<file path="config.mk">
export PLATFORM = sky130hd
export DESIGN_NAME = ultrasonic_range_averager_top
export DESIGN_NICKNAME = d
export VERILOG_FILES = /design/src/sv/ura_pkg.sv /design/src/sv/ultrasonic_range_averager_top.sv /design/src/sv/ura_serdiv.sv
export SDC_FILE = /design/constraint.sdc
export NUM_CORES = 1
export LEC_CHECK = 0
export BUFFER_PORTS_ARGS = -buffer_cell sky130_fd_sc_hd__buf_4
export CAP_MARGIN = 10
export CORE_MARGIN = 3
export CORE_UTILIZATION = 60
export CTS_BUF_LIST = sky130_fd_sc_hd__clkbuf_2 sky130_fd_sc_hd__clkbuf_4 sky130_fd_sc_hd__clkbuf_8
export DETAILED_ROUTE_END_ITERATION = 10
export PLACE_DENSITY = 0.73
export RECOVER_POWER = 25
export SLEW_MARGIN = 10
export SYNTH_ARGS = -nofsm -noshare
export SYNTH_HDL_FRONTEND = slang
export SYNTH_SLANG_ARGS = --single-unit
</file>
<file path="constraint.sdc">
create_clock -name clk -period 7.7 [get_ports clk]
set_input_delay 0 -clock clk [delete_from_list [all_inputs] [get_ports clk]]
set_output_delay 0 -clock clk [all_outputs]
set_load 0.03 [all_outputs]
</file>
<file path="src/sv/ura_pkg.sv">
// ----------------------------------------------------------------------------
// ura_pkg - shared types and constants of the ultrasonic range averager
// Request payloads, divider status and the fixed-point ranging constants.
// ----------------------------------------------------------------------------
package ura_pkg;

  localparam int TICKS_W  = 16;   // echo time field
  localparam int TEMP_W   = 8;    // temperature field
  localparam int DIST_W   = 16;   // distance field
  localparam int BOUND_W  = 12;   // alarm window bounds
  localparam int ZONE_W   = 2;
  localparam int SUM_W    = 20;   // running window sum
  localparam int SPEED_W  = 21;   // speed of sound, m/s scaled by 4096
  localparam int PROD_W   = SPEED_W + TICKS_W;

  // serial divider: dividend and divisor widths
  localparam int DIV_W    = 21;
  localparam int DSR_W    = 7;

  localparam int CFG_IDX_W = 3;

  // speed_q12 = 1357414 + 249 * t
  localparam int SPEED_BASE_Q12  = 1357414;
  localparam int SPEED_SLOPE_Q12 = 249;

  // distance = ticks * speed / 8192000 = ((ticks * speed) >> 16) / 125
  localparam int DIST_SHIFT   = 16;
  localparam int DIST_DIV_ODD = 125;

  localparam logic [DIST_W-1:0] RANGE_LIMIT_MM = 16'd4000;

  // register indexes
  localparam logic [CFG_IDX_W-1:0] CFG_NEAR_LOW  = 3'd0;
  localparam logic [CFG_IDX_W-1:0] CFG_NEAR_HIGH = 3'd1;
  localparam logic [CFG_IDX_W-1:0] CFG_FAR_LOW   = 3'd2;
  localparam logic [CFG_IDX_W-1:0] CFG_FAR_HIGH  = 3'd3;

  localparam logic [BOUND_W-1:0] NEAR_LOW_RST  = 12'd0;
  localparam logic [BOUND_W-1:0] NEAR_HIGH_RST = 12'd300;
  localparam logic [BOUND_W-1:0] FAR_LOW_RST   = 12'd300;
  localparam logic [BOUND_W-1:0] FAR_HIGH_RST  = 12'd800;

  // alarm zones
  localparam logic [ZONE_W-1:0] ZONE_NONE = 2'd0;
  localparam logic [ZONE_W-1:0] ZONE_NEAR = 2'd1;
  localparam logic [ZONE_W-1:0] ZONE_FAR  = 2'd2;

  typedef struct packed {
    logic [TICKS_W-1:0]       echo_ticks;
    logic signed [TEMP_W-1:0] temperature_c;
    logic                     echo_timeout;
  } ura_in_t;

  typedef struct packed {
    logic [DIST_W-1:0] distance_mm;
    logic              out_of_range;
    logic [ZONE_W-1:0] alarm_zone;
  } ura_out_t;

  typedef struct packed {
    logic busy;
    logic done;
  } ura_div_stat_t;

endpackage

</file>
<file path="src/sv/ultrasonic_range_averager_top.sv">
// ----------------------------------------------------------------------------
// ultrasonic_range_averager_top - ping to averaged distance and alarm zone
// Temperature-corrected time-of-flight ranging with a moving-average window.
// ----------------------------------------------------------------------------
// Usage:
//   in_*  : one request per ping (echo ticks, temperature, timeout flag).
//   out_* : one request per ping (distance, out-of-range flag, alarm zone).
//   cfg_* : alarm window bounds, index 0..3; other indexes are ignored.
//           cfg_ready is always high; write only while the block is idle.
// Cost: a 16-step serial multiplier (one echo-tick bit a cycle) and a
//   21-step serial divider (one quotient bit a cycle), used once for the /125
//   of the distance scaling and, for every ping from the AVG_DEPTH-th on,
//   once more for the window mean; the first AVG_DEPTH-1 pings skip it.
// Throughput: one ping at a time; in_ready is high only while idle, so a new
//   ping is taken only after the last one has left the send step.
// The result register frees the core: a new ping is taken while a result
//   still waits, and the core only holds if it finishes before the receiver
//   takes that earlier result.
// Reset: window empty, pointer and sum cleared, bounds back to 0/300/300/800.
//   Ring contents are not cleared; entries are read only once all written.
// ----------------------------------------------------------------------------
module ultrasonic_range_averager_top #(
  parameter int AVG_DEPTH = 10
) (
  input  logic                             clk,
  input  logic                             rst,
  input  logic                             in_valid,
  output logic                             in_ready,
  input  ura_pkg::ura_in_t                 in_data,
  output logic                             out_valid,
  input  logic                             out_ready,
  output ura_pkg::ura_out_t                out_data,
  input  logic                             cfg_valid,
  output logic                             cfg_ready,
  input  logic [ura_pkg::CFG_IDX_W-1:0]    cfg_index,
  input  logic [ura_pkg::BOUND_W-1:0]      cfg_data
);

  localparam int PTR_W  = $clog2(AVG_DEPTH);
  localparam int FILL_W = $clog2(AVG_DEPTH + 1);
  localparam int MCNT_W = $clog2(ura_pkg::TICKS_W);

  typedef enum logic [2:0] {
    S_IDLE, S_MUL, S_DIV_RAW, S_UPDATE, S_DIV_MEAN, S_SEND
  } state_t;

  state_t state;

  // window bounds
  logic [ura_pkg::BOUND_W-1:0] near_low, near_high, far_low, far_high;

  // per-ping working registers
  logic [ura_pkg::PROD_W-1:0]  prod;     // shift-add product, multiplier bits at the bottom
  logic [ura_pkg::SPEED_W-1:0] speed;
  logic                        timeout;
  logic [MCNT_W-1:0]           mcnt;
  logic [ura_pkg::DIST_W-1:0]  raw;
  logic [ura_pkg::DIST_W-1:0]  dist_mm;

  // averaging window
  logic [ura_pkg::DIST_W-1:0]  ring [AVG_DEPTH];
  logic [PTR_W-1:0]            ptr;
  logic [FILL_W-1:0]           fill;
  logic [ura_pkg::SUM_W-1:0]   wsum;

  // divider
  logic                        div_start;
  logic [ura_pkg::DIV_W-1:0]   div_dividend;
  logic [ura_pkg::DSR_W-1:0]   div_divisor;
  logic [ura_pkg::DIV_W-1:0]   div_q;
  ura_pkg::ura_div_stat_t      div_stat;

  // combinational helpers
  logic signed [16:0]          slope_term;
  logic [ura_pkg::SPEED_W:0]   speed_wide;
  logic [ura_pkg::SPEED_W:0]   mul_sum;
  logic                        full;
  logic [FILL_W-1:0]           fill_next;
  logic [PTR_W-1:0]            ptr_next;
  logic [ura_pkg::DIST_W-1:0]  old_entry;
  logic [ura_pkg::SUM_W-1:0]   wsum_next;
  logic                        oor;
  logic [ura_pkg::ZONE_W-1:0]  zone;
  logic                        out_free;

  assign in_ready  = (state == S_IDLE);
  assign cfg_ready = 1'b1;

  // speed_q12 = base + slope * t, signed slope term, always positive result
  assign slope_term = 17'(in_data.temperature_c) * 17'(ura_pkg::SPEED_SLOPE_Q12);
  assign speed_wide = 22'(ura_pkg::SPEED_BASE_Q12) + 22'(slope_term);

  // one multiplier bit a cycle: add speed into the top half, shift right
  assign mul_sum = {1'b0, prod[ura_pkg::PROD_W-1:ura_pkg::TICKS_W]}
                 + (prod[0] ? {1'b0, speed} : '0);

  // ring bookkeeping
  assign full      = (fill == FILL_W'(AVG_DEPTH));
  assign fill_next = full ? fill : fill + 1'b1;
  assign ptr_next  = (ptr == PTR_W'(AVG_DEPTH - 1)) ? '0 : ptr + 1'b1;
  assign old_entry = full ? ring[ptr] : '0;
  assign wsum_next = wsum - ura_pkg::SUM_W'(old_entry) + ura_pkg::SUM_W'(raw);

  // divider operand select: distance scaling first, then the window mean
  assign div_dividend = (state == S_DIV_RAW) ?
                        prod[ura_pkg::PROD_W-1:ura_pkg::DIST_SHIFT] :
                        ura_pkg::DIV_W'(wsum);
  assign div_divisor  = (state == S_DIV_RAW) ?
                        ura_pkg::DSR_W'(ura_pkg::DIST_DIV_ODD) :
                        ura_pkg::DSR_W'(AVG_DEPTH);

  ura_serdiv u_div (
    .clk      (clk),
    .rst      (rst),
    .start    (div_start),
    .dividend (div_dividend),
    .divisor  (div_divisor),
    .quotient (div_q),
    .stat     (div_stat)
  );

  // classification; zone one is tested first
  assign oor = timeout || (dist_mm >= ura_pkg::RANGE_LIMIT_MM);
  always_comb begin
    if (oor) begin
      zone = ura_pkg::ZONE_NONE;
    end else if (dist_mm > 16'(near_low) && dist_mm < 16'(near_high)) begin
      zone = ura_pkg::ZONE_NEAR;
    end else if (dist_mm > 16'(far_low) && dist_mm < 16'(far_high)) begin
      zone = ura_pkg::ZONE_FAR;
    end else begin
      zone = ura_pkg::ZONE_NONE;
    end
  end

  assign out_free = !out_valid || out_ready;

  // configuration writes
  always_ff @(posedge clk) begin
    if (rst) begin
      near_low  <= ura_pkg::NEAR_LOW_RST;
      near_high <= ura_pkg::NEAR_HIGH_RST;
      far_low   <= ura_pkg::FAR_LOW_RST;
      far_high  <= ura_pkg::FAR_HIGH_RST;
    end else if (cfg_valid && cfg_ready) begin
      case (cfg_index)
        ura_pkg::CFG_NEAR_LOW:  near_low  <= cfg_data;
        ura_pkg::CFG_NEAR_HIGH: near_high <= cfg_data;
        ura_pkg::CFG_FAR_LOW:   far_low   <= cfg_data;
        ura_pkg::CFG_FAR_HIGH:  far_high  <= cfg_data;
        default: ;
      endcase
    end
  end

  // ring storage, no reset
  always_ff @(posedge clk) begin
    if (state == S_UPDATE) begin
      ring[ptr] <= raw;
    end
  end

  // sequencer
  always_ff @(posedge clk) begin
    if (rst) begin
      state     <= S_IDLE;
      div_start <= 1'b0;
      out_valid <= 1'b0;
      ptr       <= '0;
      fill      <= '0;
      wsum      <= '0;
    end else begin
      // start pulse: end of the multiply, or the window just filled
      div_start <= (state == S_MUL && mcnt == MCNT_W'(ura_pkg::TICKS_W - 1)) ||
                   (state == S_UPDATE && fill_next == FILL_W'(AVG_DEPTH));
      // result held until taken, reloaded from the send step
      out_valid <= (state == S_SEND && out_free) || (out_valid && !out_ready);
      case (state)
        S_IDLE: begin
          if (in_valid) begin
            prod    <= {{ura_pkg::SPEED_W{1'b0}}, in_data.echo_ticks};
            speed   <= speed_wide[ura_pkg::SPEED_W-1:0];
            timeout <= in_data.echo_timeout;
            mcnt    <= '0;
            state   <= S_MUL;
          end
        end
        S_MUL: begin
          prod <= {mul_sum, prod[ura_pkg::TICKS_W-1:1]};
          mcnt <= mcnt + 1'b1;
          if (mcnt == MCNT_W'(ura_pkg::TICKS_W - 1)) begin
            state <= S_DIV_RAW;
          end
        end
        S_DIV_RAW: begin
          // quotient peaks near 11112, so the 16-bit slice never saturates
          if (div_stat.done) begin
            raw   <= div_q[ura_pkg::DIST_W-1:0];
            state <= S_UPDATE;
          end
        end
        S_UPDATE: begin
          wsum <= wsum_next;
          ptr  <= ptr_next;
          fill <= fill_next;
          if (fill_next == FILL_W'(AVG_DEPTH)) begin
            state <= S_DIV_MEAN;
          end else begin
            dist_mm <= raw;
            state   <= S_SEND;
          end
        end
        S_DIV_MEAN: begin
          if (div_stat.done) begin
            dist_mm <= div_q[ura_pkg::DIST_W-1:0];
            state   <= S_SEND;
          end
        end
        S_SEND: begin
          if (out_free) begin
            out_data.distance_mm  <= dist_mm;
            out_data.out_of_range <= oor;
            out_data.alarm_zone   <= zone;
            state                 <= S_IDLE;
          end
        end
        default: state <= S_IDLE;
      endcase
    end
  end

`ifndef NO_ASSERTIONS
  a_fill_bound: assert property (@(posedge clk) disable iff (rst)
    fill <= FILL_W'(AVG_DEPTH) && ptr <= PTR_W'(AVG_DEPTH - 1))
    else $error("window fill or pointer out of range");

  a_out_from_send: assert property (@(posedge clk) disable iff (rst)
    $rose(out_valid) |-> $past(state == S_SEND))
    else $error("result presented outside the send step");

  a_div_running: assert property (@(posedge clk) disable iff (rst)
    (state == S_DIV_RAW || state == S_DIV_MEAN) && !div_start
      |-> div_stat.busy || div_stat.done)
    else $error("waiting on an idle divider");

  a_accept_starts: assert property (@(posedge clk) disable iff (rst)
    in_valid && in_ready |=> state == S_MUL && !in_ready)
    else $error("accepted ping did not start the multiplier");
`endif

endmodule

</file>
<file path="src/sv/ura_serdiv.sv">
// ----------------------------------------------------------------------------
// ura_serdiv - bit-serial restoring divider
// One quotient bit per cycle; the divisor is sampled with the start pulse.
// ----------------------------------------------------------------------------
module ura_serdiv (
  input  logic                         clk,
  input  logic                         rst,
  input  logic                         start,
  input  logic [ura_pkg::DIV_W-1:0]    dividend,
  input  logic [ura_pkg::DSR_W-1:0]    divisor,
  output logic [ura_pkg::DIV_W-1:0]    quotient,
  output ura_pkg::ura_div_stat_t       stat
);

  localparam int CNT_W = $clog2(ura_pkg::DIV_W);

  logic [ura_pkg::DIV_W-1:0] quo;
  logic [ura_pkg::DSR_W-1:0] rem;
  logic [ura_pkg::DSR_W-1:0] dsr;
  logic [CNT_W-1:0]          cnt;
  logic                      busy;
  logic                      done;

  logic [ura_pkg::DSR_W:0]   trial;
  logic                      ge;
  logic [ura_pkg::DSR_W-1:0] rem_next;

  // shift the next dividend bit into the partial remainder
  assign trial    = {rem, quo[ura_pkg::DIV_W-1]};
  assign ge       = trial >= {1'b0, dsr};
  assign rem_next = ge ? ura_pkg::DSR_W'(trial - {1'b0, dsr}) : trial[ura_pkg::DSR_W-1:0];

  always_ff @(posedge clk) begin
    if (rst) begin
      busy <= 1'b0;
      done <= 1'b0;
    end else begin
      // pulse once the last quotient bit has been shifted in
      done <= !start && busy && (cnt == CNT_W'(ura_pkg::DIV_W - 1));
      if (start) begin
        quo  <= dividend;
        rem  <= '0;
        dsr  <= divisor;
        cnt  <= '0;
        busy <= 1'b1;
      end else if (busy) begin
        quo <= {quo[ura_pkg::DIV_W-2:0], ge};
        rem <= rem_next;
        cnt <= cnt + 1'b1;
        if (cnt == CNT_W'(ura_pkg::DIV_W - 1)) begin
          busy <= 1'b0;
        end
      end
    end
  end

  assign quotient  = quo;
  assign stat.busy = busy;
  assign stat.done = done;

`ifndef NO_ASSERTIONS
  a_start_busy: assert property (@(posedge clk) disable iff (rst)
    start |=> busy && !done)
    else $error("divider not busy after start");

  a_done_after_busy: assert property (@(posedge clk) disable iff (rst)
    done |-> $past(busy) && !busy)
    else $error("divider done without a running division");
`endif

endmodule

</file>
Word level (Yosys, flattened, before mapping)
Memories as Yosys holds them, arrays and structs flattened. A register that Yosys moved wholly into a read port is not among the register bits.
Cells that the tools add are included.
Word-level totals
  register bits: 237
  bits in writable memories: 160
  bits of input ports: 45
  output and inout port bits: 22
  logic and storage cells: 130
  memories kept: 1
Memory list
  ring: words 10, width 16, rd ports 1, clocked after memory_dff 1, wr ports 1, line ultrasonic_range_averager_top.sv:61  | logic [ura_pkg::DIST_W-1:0] ring [AVG_DEPTH];
Cells by class
  add/subtract/negate cells: 9
  multiply operators: 1
  order comparisons: 6
  equal/unequal tests: 19
  muxes and demuxes: 34
  bitwise logic cells: 1
  reductions and logical operators: 33
Operator list (count)
  $mux 21: 4
  $pmux 37 s2: 1
  $mux 16: 3
  $mux 37: 1
  $gt 16x12->1: 2
  $lt 16x12->1: 2
  $pmux 16 s2: 1
  $add 21x21->22: 1
  $add 21x17->21 const A: 1
  $mux 7: 3
  $add 20x16->20: 1
  $mux 4: 5
  $sub 20x16->20: 1
  $pmux 3 s6: 1
  $mul 8x9->17 const B: 1
  $eq 4x4->1 const B: 4
  $ge 16x12->1 const B: 1
  $mux 3: 5
  $add 4x1->4 const B: 3
  $eq 3x2->1 const B: 4
  $reduce_and 2->1: 6
  $reduce_and 3->1: 4
  $ge 8x7->1: 1
  $logic_and 1x1->1: 8
  19 further kinds: 39

Logic depth before layout (Yosys ltp)
Gate-level depths: netlist of run 1.
  depth in word-level cells: 5
  gate-level depth with buffers: 17
  gate-level depth less buffers: 16

By module
A second synthesis of run 1 with hierarchy kept.
Unflattened totals
  cell total of the unflattened synthesis: 1747
  area, all modules: 20488.4 µm²
Modules (own cells, without submodules)
  ultrasonic_range_averager_top: instances 1, cells each 1588, area an instance 18357.6 µm², sequential area each 9809.4 µm²
  ura_serdiv: instances 1, cells each 159, area an instance 2130.8 µm², sequential area each 1241.2 µm²

Least setup slack after synthesis of run 1
No wires, ideal clock.
  kind: register to register
  from: register with a tool-made name
  to: register wsum[17] (netlist name)
  library setup time: 0.117 ns
  data arrival time: 3.965 ns
  required time: 7.583 ns
  path slack: 3.618 ns
  cell stages (with the launch flop): 16
  buffers on the path: 2
  clock period less this slack: 4.082 ns
  path through: dfxtp_1 buf_2 buf_4 mux4_2 a211oi_1 a211oi_1 fa_1 inv_1 ha_1 a21oi_2 o21ai_1 a21o_1 a31oi_4 o21ai_2 or4_1 a32o_1
RTL lines
  end signal: assignment: line ultrasonic_range_averager_top.sv:203  | wsum <= wsum_next;
  end: declaration: line ultrasonic_range_averager_top.sv:64  | logic [ura_pkg::SUM_W-1:0] wsum;

==> results of run 1 <==
[power by group]
part | switching [mW] | internal (mW) | leakage, nW | total (mW)
Combinational | 0.927 | 0.660 | 4.43 | 1.59
Sequential | 0.175 | 2.56 | 3.48 | 2.73
Clock | 0.829 | 1.02 | 0.693 | 1.85
[sequential cells by signal, summed over array words and instances, names as in the netlist, 5 cells and up, named ones only]
register	cells
u_div.cnt	5
speed	17
far_high	12
near_high	12
far_low	12
ring	160
u_div.quotient	21
raw	16
prod	37
dist_mm	16
u_div.rem	7
out_data	19
wsum	20
near_low	12
[synth_stat cells, types with 31 or more instances]
master	count
sky130_fd_sc_hd__a211oi_1	43
sky130_fd_sc_hd__nand2_1	252
sky130_fd_sc_hd__edfxtp_1	305
sky130_fd_sc_hd__mux4_2	32
sky130_fd_sc_hd__fa_1	36
sky130_fd_sc_hd__nor2b_1	37
sky130_fd_sc_hd__clkbuf_1	58
sky130_fd_sc_hd__a21oi_1	110
sky130_fd_sc_hd__ha_1	135
sky130_fd_sc_hd__xnor2_1	31
sky130_fd_sc_hd__inv_1	175
sky130_fd_sc_hd__nor2_1	110
sky130_fd_sc_hd__o21ai_0	44
sky130_fd_sc_hd__dfxtp_1	87
[kinds of logic after synthesis]
| kind of cell | synth area share (%) |
|---|---|
| AOI/OAI and AO/OA | 10.9 |
| xor gates and xnor gates | 2.17 |
| muxes | 4.71 |
| DFF | 53.9 |
| buffers and inverters | 4.73 |
| and+or+nand+nor | 11.7 |
| adders and majority gates | 11.9 |
| other | 0.0185 |
[final cells by class]
class	instances	area, µm²	share of cell area [%]
clock buffers	91	1120	4.89
clock inverters	29	200	0.874
inverters	177	664	2.90
multi-input cells	1152	8410	36.7
flip-flops and latches	392	10900	47.6
well taps	442	553	2.41
repair buffers	128	1060	4.61
[cell usage in the layout, fill, tap and decap left out, drive strengths merged, types with 4 or more instances in the layout]
cell | netlist | routed
nand2 | 252 | 252
clkinv | 1 | 23
xnor2 | 31 | 31
ha | 135 | 135
fa | 36 | 36
dfxtp | 87 | 87
o21a | 18 | 18
or3 | 7 | 7
xor2 | 19 | 19
and2 | 21 | 21
or2 | 4 | 4
nand3 | 25 | 25
dlygate4sd3 | 0 | 43
edfxtp | 305 | 305
clkbuf | 58 | 94
nand4 | 15 | 15
mux2i | 21 | 21
nor3b | 4 | 4
a21o | 21 | 21
o31ai | 8 | 8
o21ai | 65 | 65
inv | 176 | 177
and3 | 6 | 6
nor2 | 111 | 111
clkinvlp | 0 | 4
a21oi | 111 | 111
mux4 | 32 | 32
o21bai | 6 | 6
a211oi | 44 | 44
o211ai | 18 | 18
nand2b | 18 | 18
a31oi | 26 | 26
nor2b | 37 | 37
nor3 | 19 | 19
buf | 16 | 82
[stage by stage]
| step | utilization [%] | hold slack, ps | power, mW |
|---|---|---|---|
| after floorplan | - | 98.9 | 3.93 |
| after global placement | 64.4 | 195 | 4.28 |
| after detailed placement | 64.4 | 197 | 4.33 |
| after CTS | 69.7 | 28.9 | 6.21 |
| after global routing | 69.7 | 51.3 | 6.54 |
| final | 69.7 | 45.8 | 6.17 |
[worst min-delay path: cells and delay by family]
family          cells  cell delay (ps)
compound gates      2              150
fa+ha+maj           1              150
buf+inv             2              210
[path summary, 6_finish.rpt]
path | startpoint | to | slack, ps
setup / recovery | flop | wsum[19] | 2950
hold / removal | in_data[8] | speed[16] | 50
hold reg to reg | dist_mm[12] | out_data[15] | 450
setup reg to reg | flop | wsum[19] | 2950
[routing by layer]
metal  vias to the layer above  routed length [µm]
li1                       6627                   -
met1                      6766               20000
met2                       372               21800
met3                        79                2520
met4                         0                 984
met5                         -                   0
==> metrics, run 1 <==
cell with the largest stage delay on the worst path=sky130_fd_sc_hd__dfxtp_4; synth unique cells=73; worst-case clock buffer depth=3; placed instance area=21200 µm²; die width=190 µm; max-slew violations=0; Mapped Avg Cell Area=11.3 µm²; achievable frequency=210 MHz; Final GP Congestion=0.922; instance count of the mapped netlist=1795; Critical Path AT=5240 ps; reported max-cap violation count=0; WL/cell=18.8 µm; top cell family by delay on the critical path=compound AO/OA/AOI/OAI gates; share of flip-flops with an asynchronous set or reset=0%; time the final worst path needs with I/O delays and setup=4750 ps; Mapped Nets=2011; H-tree level count=3; worst-path cell chain=mux4_2, nor2b_1, a211oi_1, a211oi_1, fa_1, inv_1, ha_1, o21ai_0, o21bai_1, a31oi_4, o31ai_1, mux2i_1, mux2_1; cts-stage hold buffer count=43; DRC violation count after routing=0; root buffer selected by CTS=sky130_fd_sc_hd__clkbuf_8; total leakage power=8.60 nW; starting density of the core=61.5%; Final setup violation count=0; stages on the worst setup path=13; number of fill cells in the layout=2503; die outline area=36000 µm²; number of endpoints with negative hold slack in the final report=0; area of the core region=32900 µm²; sequential cell area fraction in the yosys report=53.9%; synthesized flop and latch total=392; Hold/Removal Path Class=input pin to flop; post-CTS setup buffers=0; count of antenna-violating nets left after detailed routing=0; I/O pin cnt=67; Top cell by count, worst path=sky130_fd_sc_hd__a211oi_1; outcome=finished, final reports clean; final worst setup slack=2950 ps; number of detailed-route iterations in the first pass=6; wire length of the first global-routing pass=73100 µm; Die Ht=190 µm; Crit Path Max Fanout=48; relative slew slack=20.1%; Sink Count=392; maximum number of pins on one net before global-route repair=75; Post-Syn Area=20200 µm²; cell area after layout=22900 µm²; r2r worst-path depth=13; warning count from the yosys run=0; final clock skew=43.7 ps; vias in the first global route=14.0k; insertion delay to the later sink of the worst-skew pair=620 ps; fraction of final layout cells sized beyond drive strength 1=12.3%; CP Data Required Time=8180 ps; Layout area overhead=13.3%; slowest cell delay on critical path=930 ps; via count of the routed design=13.8k; total routing resource utilization after global routing=25.7%; Initial DRC Count=1096; post-synthesis cell type with the largest combined area=sky130_fd_sc_hd__edfxtp_1; total power divided by cell area=269 nW/µm²; GR Overflow Total=0; post-CTS sizing=0; number of port buffers=65; final standard cell count with taps included and fillers excluded=2411; classification of the worst setup path=flop to flop; clock transition at the registers of the reported paths=60 ps; crit start category=flop; EDFF count, synth=305; drt via density=5.74; setup repair after global routing missed its margin=false; post-detailed-placement half-perimeter wirelength=30100 µm; number of rows created at floorplan=66; transition at the pin with the smallest max-transition slack=1200 ps; met2 routing resource usage after global routing=41.8%; share of the synthesized area in the top cell type=45.3%; final wirelength=45300 µm; met3 capacity usage during global routing=4.35%; category of the worst setup path capture point=flop; hold path depth=5; Antenna Cells=0; Max VDD drop=229 µV; number of buffers and inverters on the critical path=1; nets=2135; TritonCTS clock tree=done; Num CTS Buffers=68; Placed Cells=2248; leading post-synthesis cells by cell area=sky130_fd_sc_hd__edfxtp_1, sky130_fd_sc_hd__dfxtp_1, sky130_fd_sc_hd__ha_1; Most Used Layer, Global Route=met2; global routing usage on met1=35.9%; final setup TNS=0 ps; initial antenna violation count=0; top flip-flop cell by instance count after synthesis=sky130_fd_sc_hd__edfxtp_1; worst setup slack before clock tree synthesis=2970 ps; part of the cycle the worst path needs=61.7%
Note: power is estimated with default switching activity, not from simulation.
==> inputs of run 2 (changes only) <==
- clock period: 7.7 -> 4.8 ns (I/O delays scaled with it)
==> metrics, run 2 (same netlist as run 1, synthesis figures left out) <==
outcome=finished, final reports clean; H-tree level count=3; relative slew slack=25.0%; top cell family by delay on the critical path=compound AO/OA/AOI/OAI gates; I/O pin cnt=67; commonest non-fill, non-tap cell in the layout=sky130_fd_sc_hd__edfxtp_1; GR Overflow Total=0; die width=190 µm; number of port buffers=65; max-slew violations=0; post-CTS sizing=0; Layout area overhead=13.8%; r2r worst-path depth=14; Num CTS Buffers=67; die outline area=36000 µm²; Placed Cells=2257; post-CTS setup buffers=0; fraction of final layout cells sized beyond drive strength 1=12.6%; vias in the first global route=14.0k; number of detailed-route iterations in the first pass=5; crit start category=flop; post-detailed-placement half-perimeter wirelength=30800 µm; worst-path cell chain=buf_12, mux4_2, nor2b_1, a211oi_1, a211oi_1, fa_1, inv_1, ha_1, o21ai_0, o21bai_1, a31oi_4, o21ai_2, or4_1, a32o_1; total power divided by cell area=432 nW/µm²; time the final worst path needs with I/O delays and setup=4460 ps; total routing resource utilization after global routing=25.6%; Top cell by count, worst path=sky130_fd_sc_hd__a211oi_1; wire length of the first global-routing pass=73000 µm; Hold/Removal Path Class=input pin to flop; total leakage power=8.65 nW; maximum number of pins on one net before global-route repair=60; cts-stage hold buffer count=43; transition at the pin with the smallest max-transition slack=1130 ps; register area=10900 µm²; combined area of the multi-input logic cells=8410 µm²; reported max-cap violation count=0; largest register by flop count=ring; stages on the worst setup path=14; slowest cell delay on critical path=530 ps; achievable frequency=224 MHz; number of buffers and inverters on the critical path=2; number of endpoints with negative hold slack in the final report=0; Die Ht=190 µm; count of antenna-violating nets left after detailed routing=0; area of the core region=32900 µm²; insertion delay to the later sink of the worst-skew pair=600 ps; final standard cell count with taps included and fillers excluded=2419; hold path depth=5; DRC violation count after routing=0; final wirelength=45100 µm; commonest cells after routing, fill and taps aside=sky130_fd_sc_hd__edfxtp_1, sky130_fd_sc_hd__nand2_1, sky130_fd_sc_hd__inv_1, sky130_fd_sc_hd__ha_1, sky130_fd_sc_hd__a21oi_1; Final setup violation count=0; nets=2143; part of the cycle the worst path needs=92.9%; initial antenna violation count=0; cell with the largest stage delay on the worst path=sky130_fd_sc_hd__mux4_2; final setup TNS=0 ps; classification of the worst setup path=flop to flop; Max VDD drop=369 µV; Initial DRC Count=896; Antenna Cells=0; TritonCTS clock tree=done; via count of the routed design=13.9k; root buffer selected by CTS=sky130_fd_sc_hd__clkbuf_8; number of fill cells in the layout=2437; Final GP Congestion=0.886; WL/cell=18.6 µm; Sink Count=392; final clock skew=39.3 ps; Crit Path Max Fanout=25; clock transition at the registers of the reported paths=60 ps; CP Data Required Time=5290 ps; setup repair after global routing missed its margin=false; drt via density=5.74; max FFs per register=160; category of the worst setup path capture point=flop; number of rows created at floorplan=66; worst-case clock buffer depth=3; starting density of the core=61.5%; Critical Path AT=4940 ps
[run 2: changes by cell type in the layout (fill, tap and decap cells not counted), sizes merged]
cell / before / now
buf: 82 / 91
clkbuf: 94 / 91
clkinv: 23 / 24
clkinvlp: 4 / 2
inv: 177 / 180
[run 2: worst paths after layout]
path | startpoint | endpoint | slack (ps)
hold / removal | in_data[8] | speed[16] | 40
setup / recovery | flop | wsum[17] | 340
hold reg to reg | dist_mm[13] | out_data[16] | 450
setup reg to reg | flop | wsum[17] | 340
[run 2: cell type report]
type                    count  area share, %
flip-flops and latches    392           47.4
multi-input cells        1152           36.5
repair buffers            137           5.01
clock buffers              88           4.80
inverters                 177           2.89
well taps                 442           2.40
clock inverters            31          0.973
[run 2: worst min-delay path, delay by kind of cell]
kind            cells  cell delay, ps
compound gates      2             150
buf+inv             2             190
fa+ha+maj           1             140
[run 2: where the power goes]
| part | leakage (nW) | internal, mW | switching (mW) |
|---|---|---|---|
| clock network | 0.699 | 1.63 | 1.37 |
| logic | 4.48 | 1.08 | 1.52 |
| registers | 3.48 | 4.10 | 0.240 |
[run 2: per-layer routing]
layer / routed length (µm) / part of all wire, % / vias up / GRT usage [%]
met5: 0 / 0 / - / 0
li1: - / - / 6639 / -
met3: 2390 / 5.3 / 76 / 3.89
met4: 1010 / 2.2 / 0 / 7.85
met2: 21900 / 49 / 397 / 42.4
met1: 19800 / 44 / 6772 / 35.3
[run 2: stage by stage]
| stage | total power [mW] | setup slack [ps] | hold WS (ps) | area, µm² | utilization, % |
|---|---|---|---|---|---|
| 2_1_floorplan | 6.31 | 718 | 98.9 | 20200 | - |
| 3_3_place_gp | 6.88 | 450 | 194 | 21300 | 64.7 |
| 3_5_place_dp | 6.97 | 349 | 191 | 21300 | 64.7 |
| 4_1_cts | 10.0 | 328 | 34.9 | 23000 | 70.0 |
| 5_1_grt | 10.5 | 57.9 | 40.3 | 23000 | 70.0 |
| 6_report | 9.94 | 342 | 43.7 | 23000 | 70.0 |
==> inputs of run 3 (changes only) <==
- PLACE_DENSITY: 0.73 -> 0.84
- clock period: 4.8 -> 5 ns (I/O delays scaled with it)
==> metrics, run 3 (same netlist as run 1, synthesis figures left out) <==
Max VDD drop=238 µV; CP Data Required Time=5510 ps; worst-path cell chain=buf_12, mux4_2, nor2b_1, a211oi_1, a211oi_1, fa_1, inv_1, ha_1, a41oi_1, o21a_1, o21ai_2, or4_1, a32o_1; die width=190 µm; final clock skew=30.7 ps; Final GP Congestion=0.917; part of the cycle the worst path needs=87.6%; root buffer selected by CTS=sky130_fd_sc_hd__clkbuf_8; final worst setup slack=619 ps; Switching Fraction=30.8%; portion of total power attributed to sequential cells=44.9%; starting density of the core=61.5%; maximum number of pins on one net before global-route repair=75; category of the worst setup path capture point=flop; cell area after layout=22800 µm²; count of antenna-violating nets left after detailed routing=0; relative slew slack=14.2%; die outline area=36000 µm²; area of the core region=32900 µm²; worst-case clock buffer depth=3; time the final worst path needs with I/O delays and setup=4380 ps; post-detailed-placement half-perimeter wirelength=29500 µm; total routing resource utilization after global routing=24.5%; via count of the routed design=14.0k; H-tree level count=2; setup repair after global routing missed its margin=false; fraction of final layout cells sized beyond drive strength 1=12.1%; Top cell by count, worst path=sky130_fd_sc_hd__a211oi_1; post-CTS sizing=0; total leakage power=8.59 nW; Layout area overhead=13.0%; number of port buffers=65; classification of the worst setup path=flop to flop; Final setup violation count=0; Initial DRC Count=1252; Die Ht=190 µm; cell internal power dissipation=6.41 mW; insertion delay to the later sink of the worst-skew pair=620 ps; worst slack on hold paths=67.3 ps; I/O pin cnt=67; drt via density=5.83; crit start category=flop; WL/cell=18.1 µm; Antenna Cells=0; Hold/Removal Path Class=input pin to flop; Critical Path AT=4900 ps; initial antenna violation count=1; number of detailed-route iterations in the first pass=6; Num CTS Buffers=61; commonest cells after routing, fill and taps aside=sky130_fd_sc_hd__edfxtp_1, sky130_fd_sc_hd__nand2_1, sky130_fd_sc_hd__inv_1, sky130_fd_sc_hd__ha_1, sky130_fd_sc_hd__a21oi_1; clock transition at the registers of the reported paths=60 ps; final wirelength=43700 µm; placed instance area=21200 µm²; cell with the largest stage delay on the worst path=sky130_fd_sc_hd__mux4_2; DRC violation count after routing=0; transition at the pin with the smallest max-transition slack=1280 ps; max FFs per register=160; wire length of the first global-routing pass=71100 µm; vias in the first global route=14.2k; Sink Count=392; portion of total power attributed to the clock network=28.6%; logic gate share of total power=26.5%; commonest non-fill, non-tap cell in the layout=sky130_fd_sc_hd__edfxtp_1; largest register by flop count=ring; reported max-cap violation count=0; fraction of the core area covered by cells at the end of the flow=69.5%; power spent charging and discharging nets=2.86 mW; slowest cell delay on critical path=560 ps; number of endpoints with negative hold slack in the final report=0; worst setup slack before clock tree synthesis=595 ps; GR Overflow Total=0; post-CTS setup buffers=0; achievable frequency=228 MHz; final setup TNS=0 ps; Crit Path Max Fanout=48; total power divided by cell area=406 nW/µm²; TritonCTS clock tree=done; nets=2133; max-slew violations=0; outcome=finished, final reports clean; number of rows created at floorplan=66
[run 3: changes by cell type in the layout (fill, tap and decap cells not counted), moves of 2 or more]
cell and delta:
sky130_fd_sc_hd__inv_6 -2, sky130_fd_sc_hd__clkbuf_8 -5, sky130_fd_sc_hd__clkbuf_4 +10, sky130_fd_sc_hd__buf_4 -2, sky130_fd_sc_hd__inv_8 -2, sky130_fd_sc_hd__clkinv_2 -6
[run 3: layout make-up]
type	instances	area (µm²)
timing repair buffer	133	1110
clock inverter	19	108
inverter	177	664
multi-input combinational	1152	8400
clock buffer	93	1110
sequential	392	10900
fill	2251	10000
tap	442	553
[run 3: stage by stage]
step	power [mW]	instances
floorplan	6.06	1795
global placement	6.51	2254
detailed placement	6.62	2254
CTS	9.30	2408
global route	9.84	2408
finish	9.27	2408
[run 3: critical path: cells and delay by family, from the launching register on]
family | cells | cell delay (ps)
flops | 1 | 340
fa+ha+maj | 2 | 920
buf+inv | 2 | 360
mux | 1 | 560
simple gates | 2 | 620
compound gates | 6 | 1450
[run 3: metal layers]
metal  share of wire, %  vias up  global-route usage (%)
met3                7.1      101                    3.78
met4                3.2        0                    9.87
met1                 40     6741                    31.6
li1                   -     6616                       -
met2                 50      575                    42.1
met5                  0        -                       0
[run 3: worst paths after layout]
path | slack, ps | endpoint | start | cells after the start
worst max register to register | 620 | wsum[17] | flop | 13
worst min-delay path | 70 | div_start | in_valid | 6
worst min register to register | 440 | out_data[16] | dist_mm[13] | 0
worst max-delay path | 620 | wsum[17] | flop | 13
[run 3: power by group through the flow]
stage          combinational [mW]  clock [mW]  sequential (mW)
6_report                     2.45        2.65             4.17
2_1_floorplan                1.95           0             4.11
3_3_place_gp                 2.30           0             4.21
3_5_place_dp                 2.40           0             4.22
5_1_grt                      2.79        2.84             4.20
4_1_cts                      2.44        2.70             4.16
[run 3: repair_timing]
action                     in CTS  in global routing
hold endpoints to repair       88                  0
setup endpoints to repair       0                  0
hold buffers                   42                  0
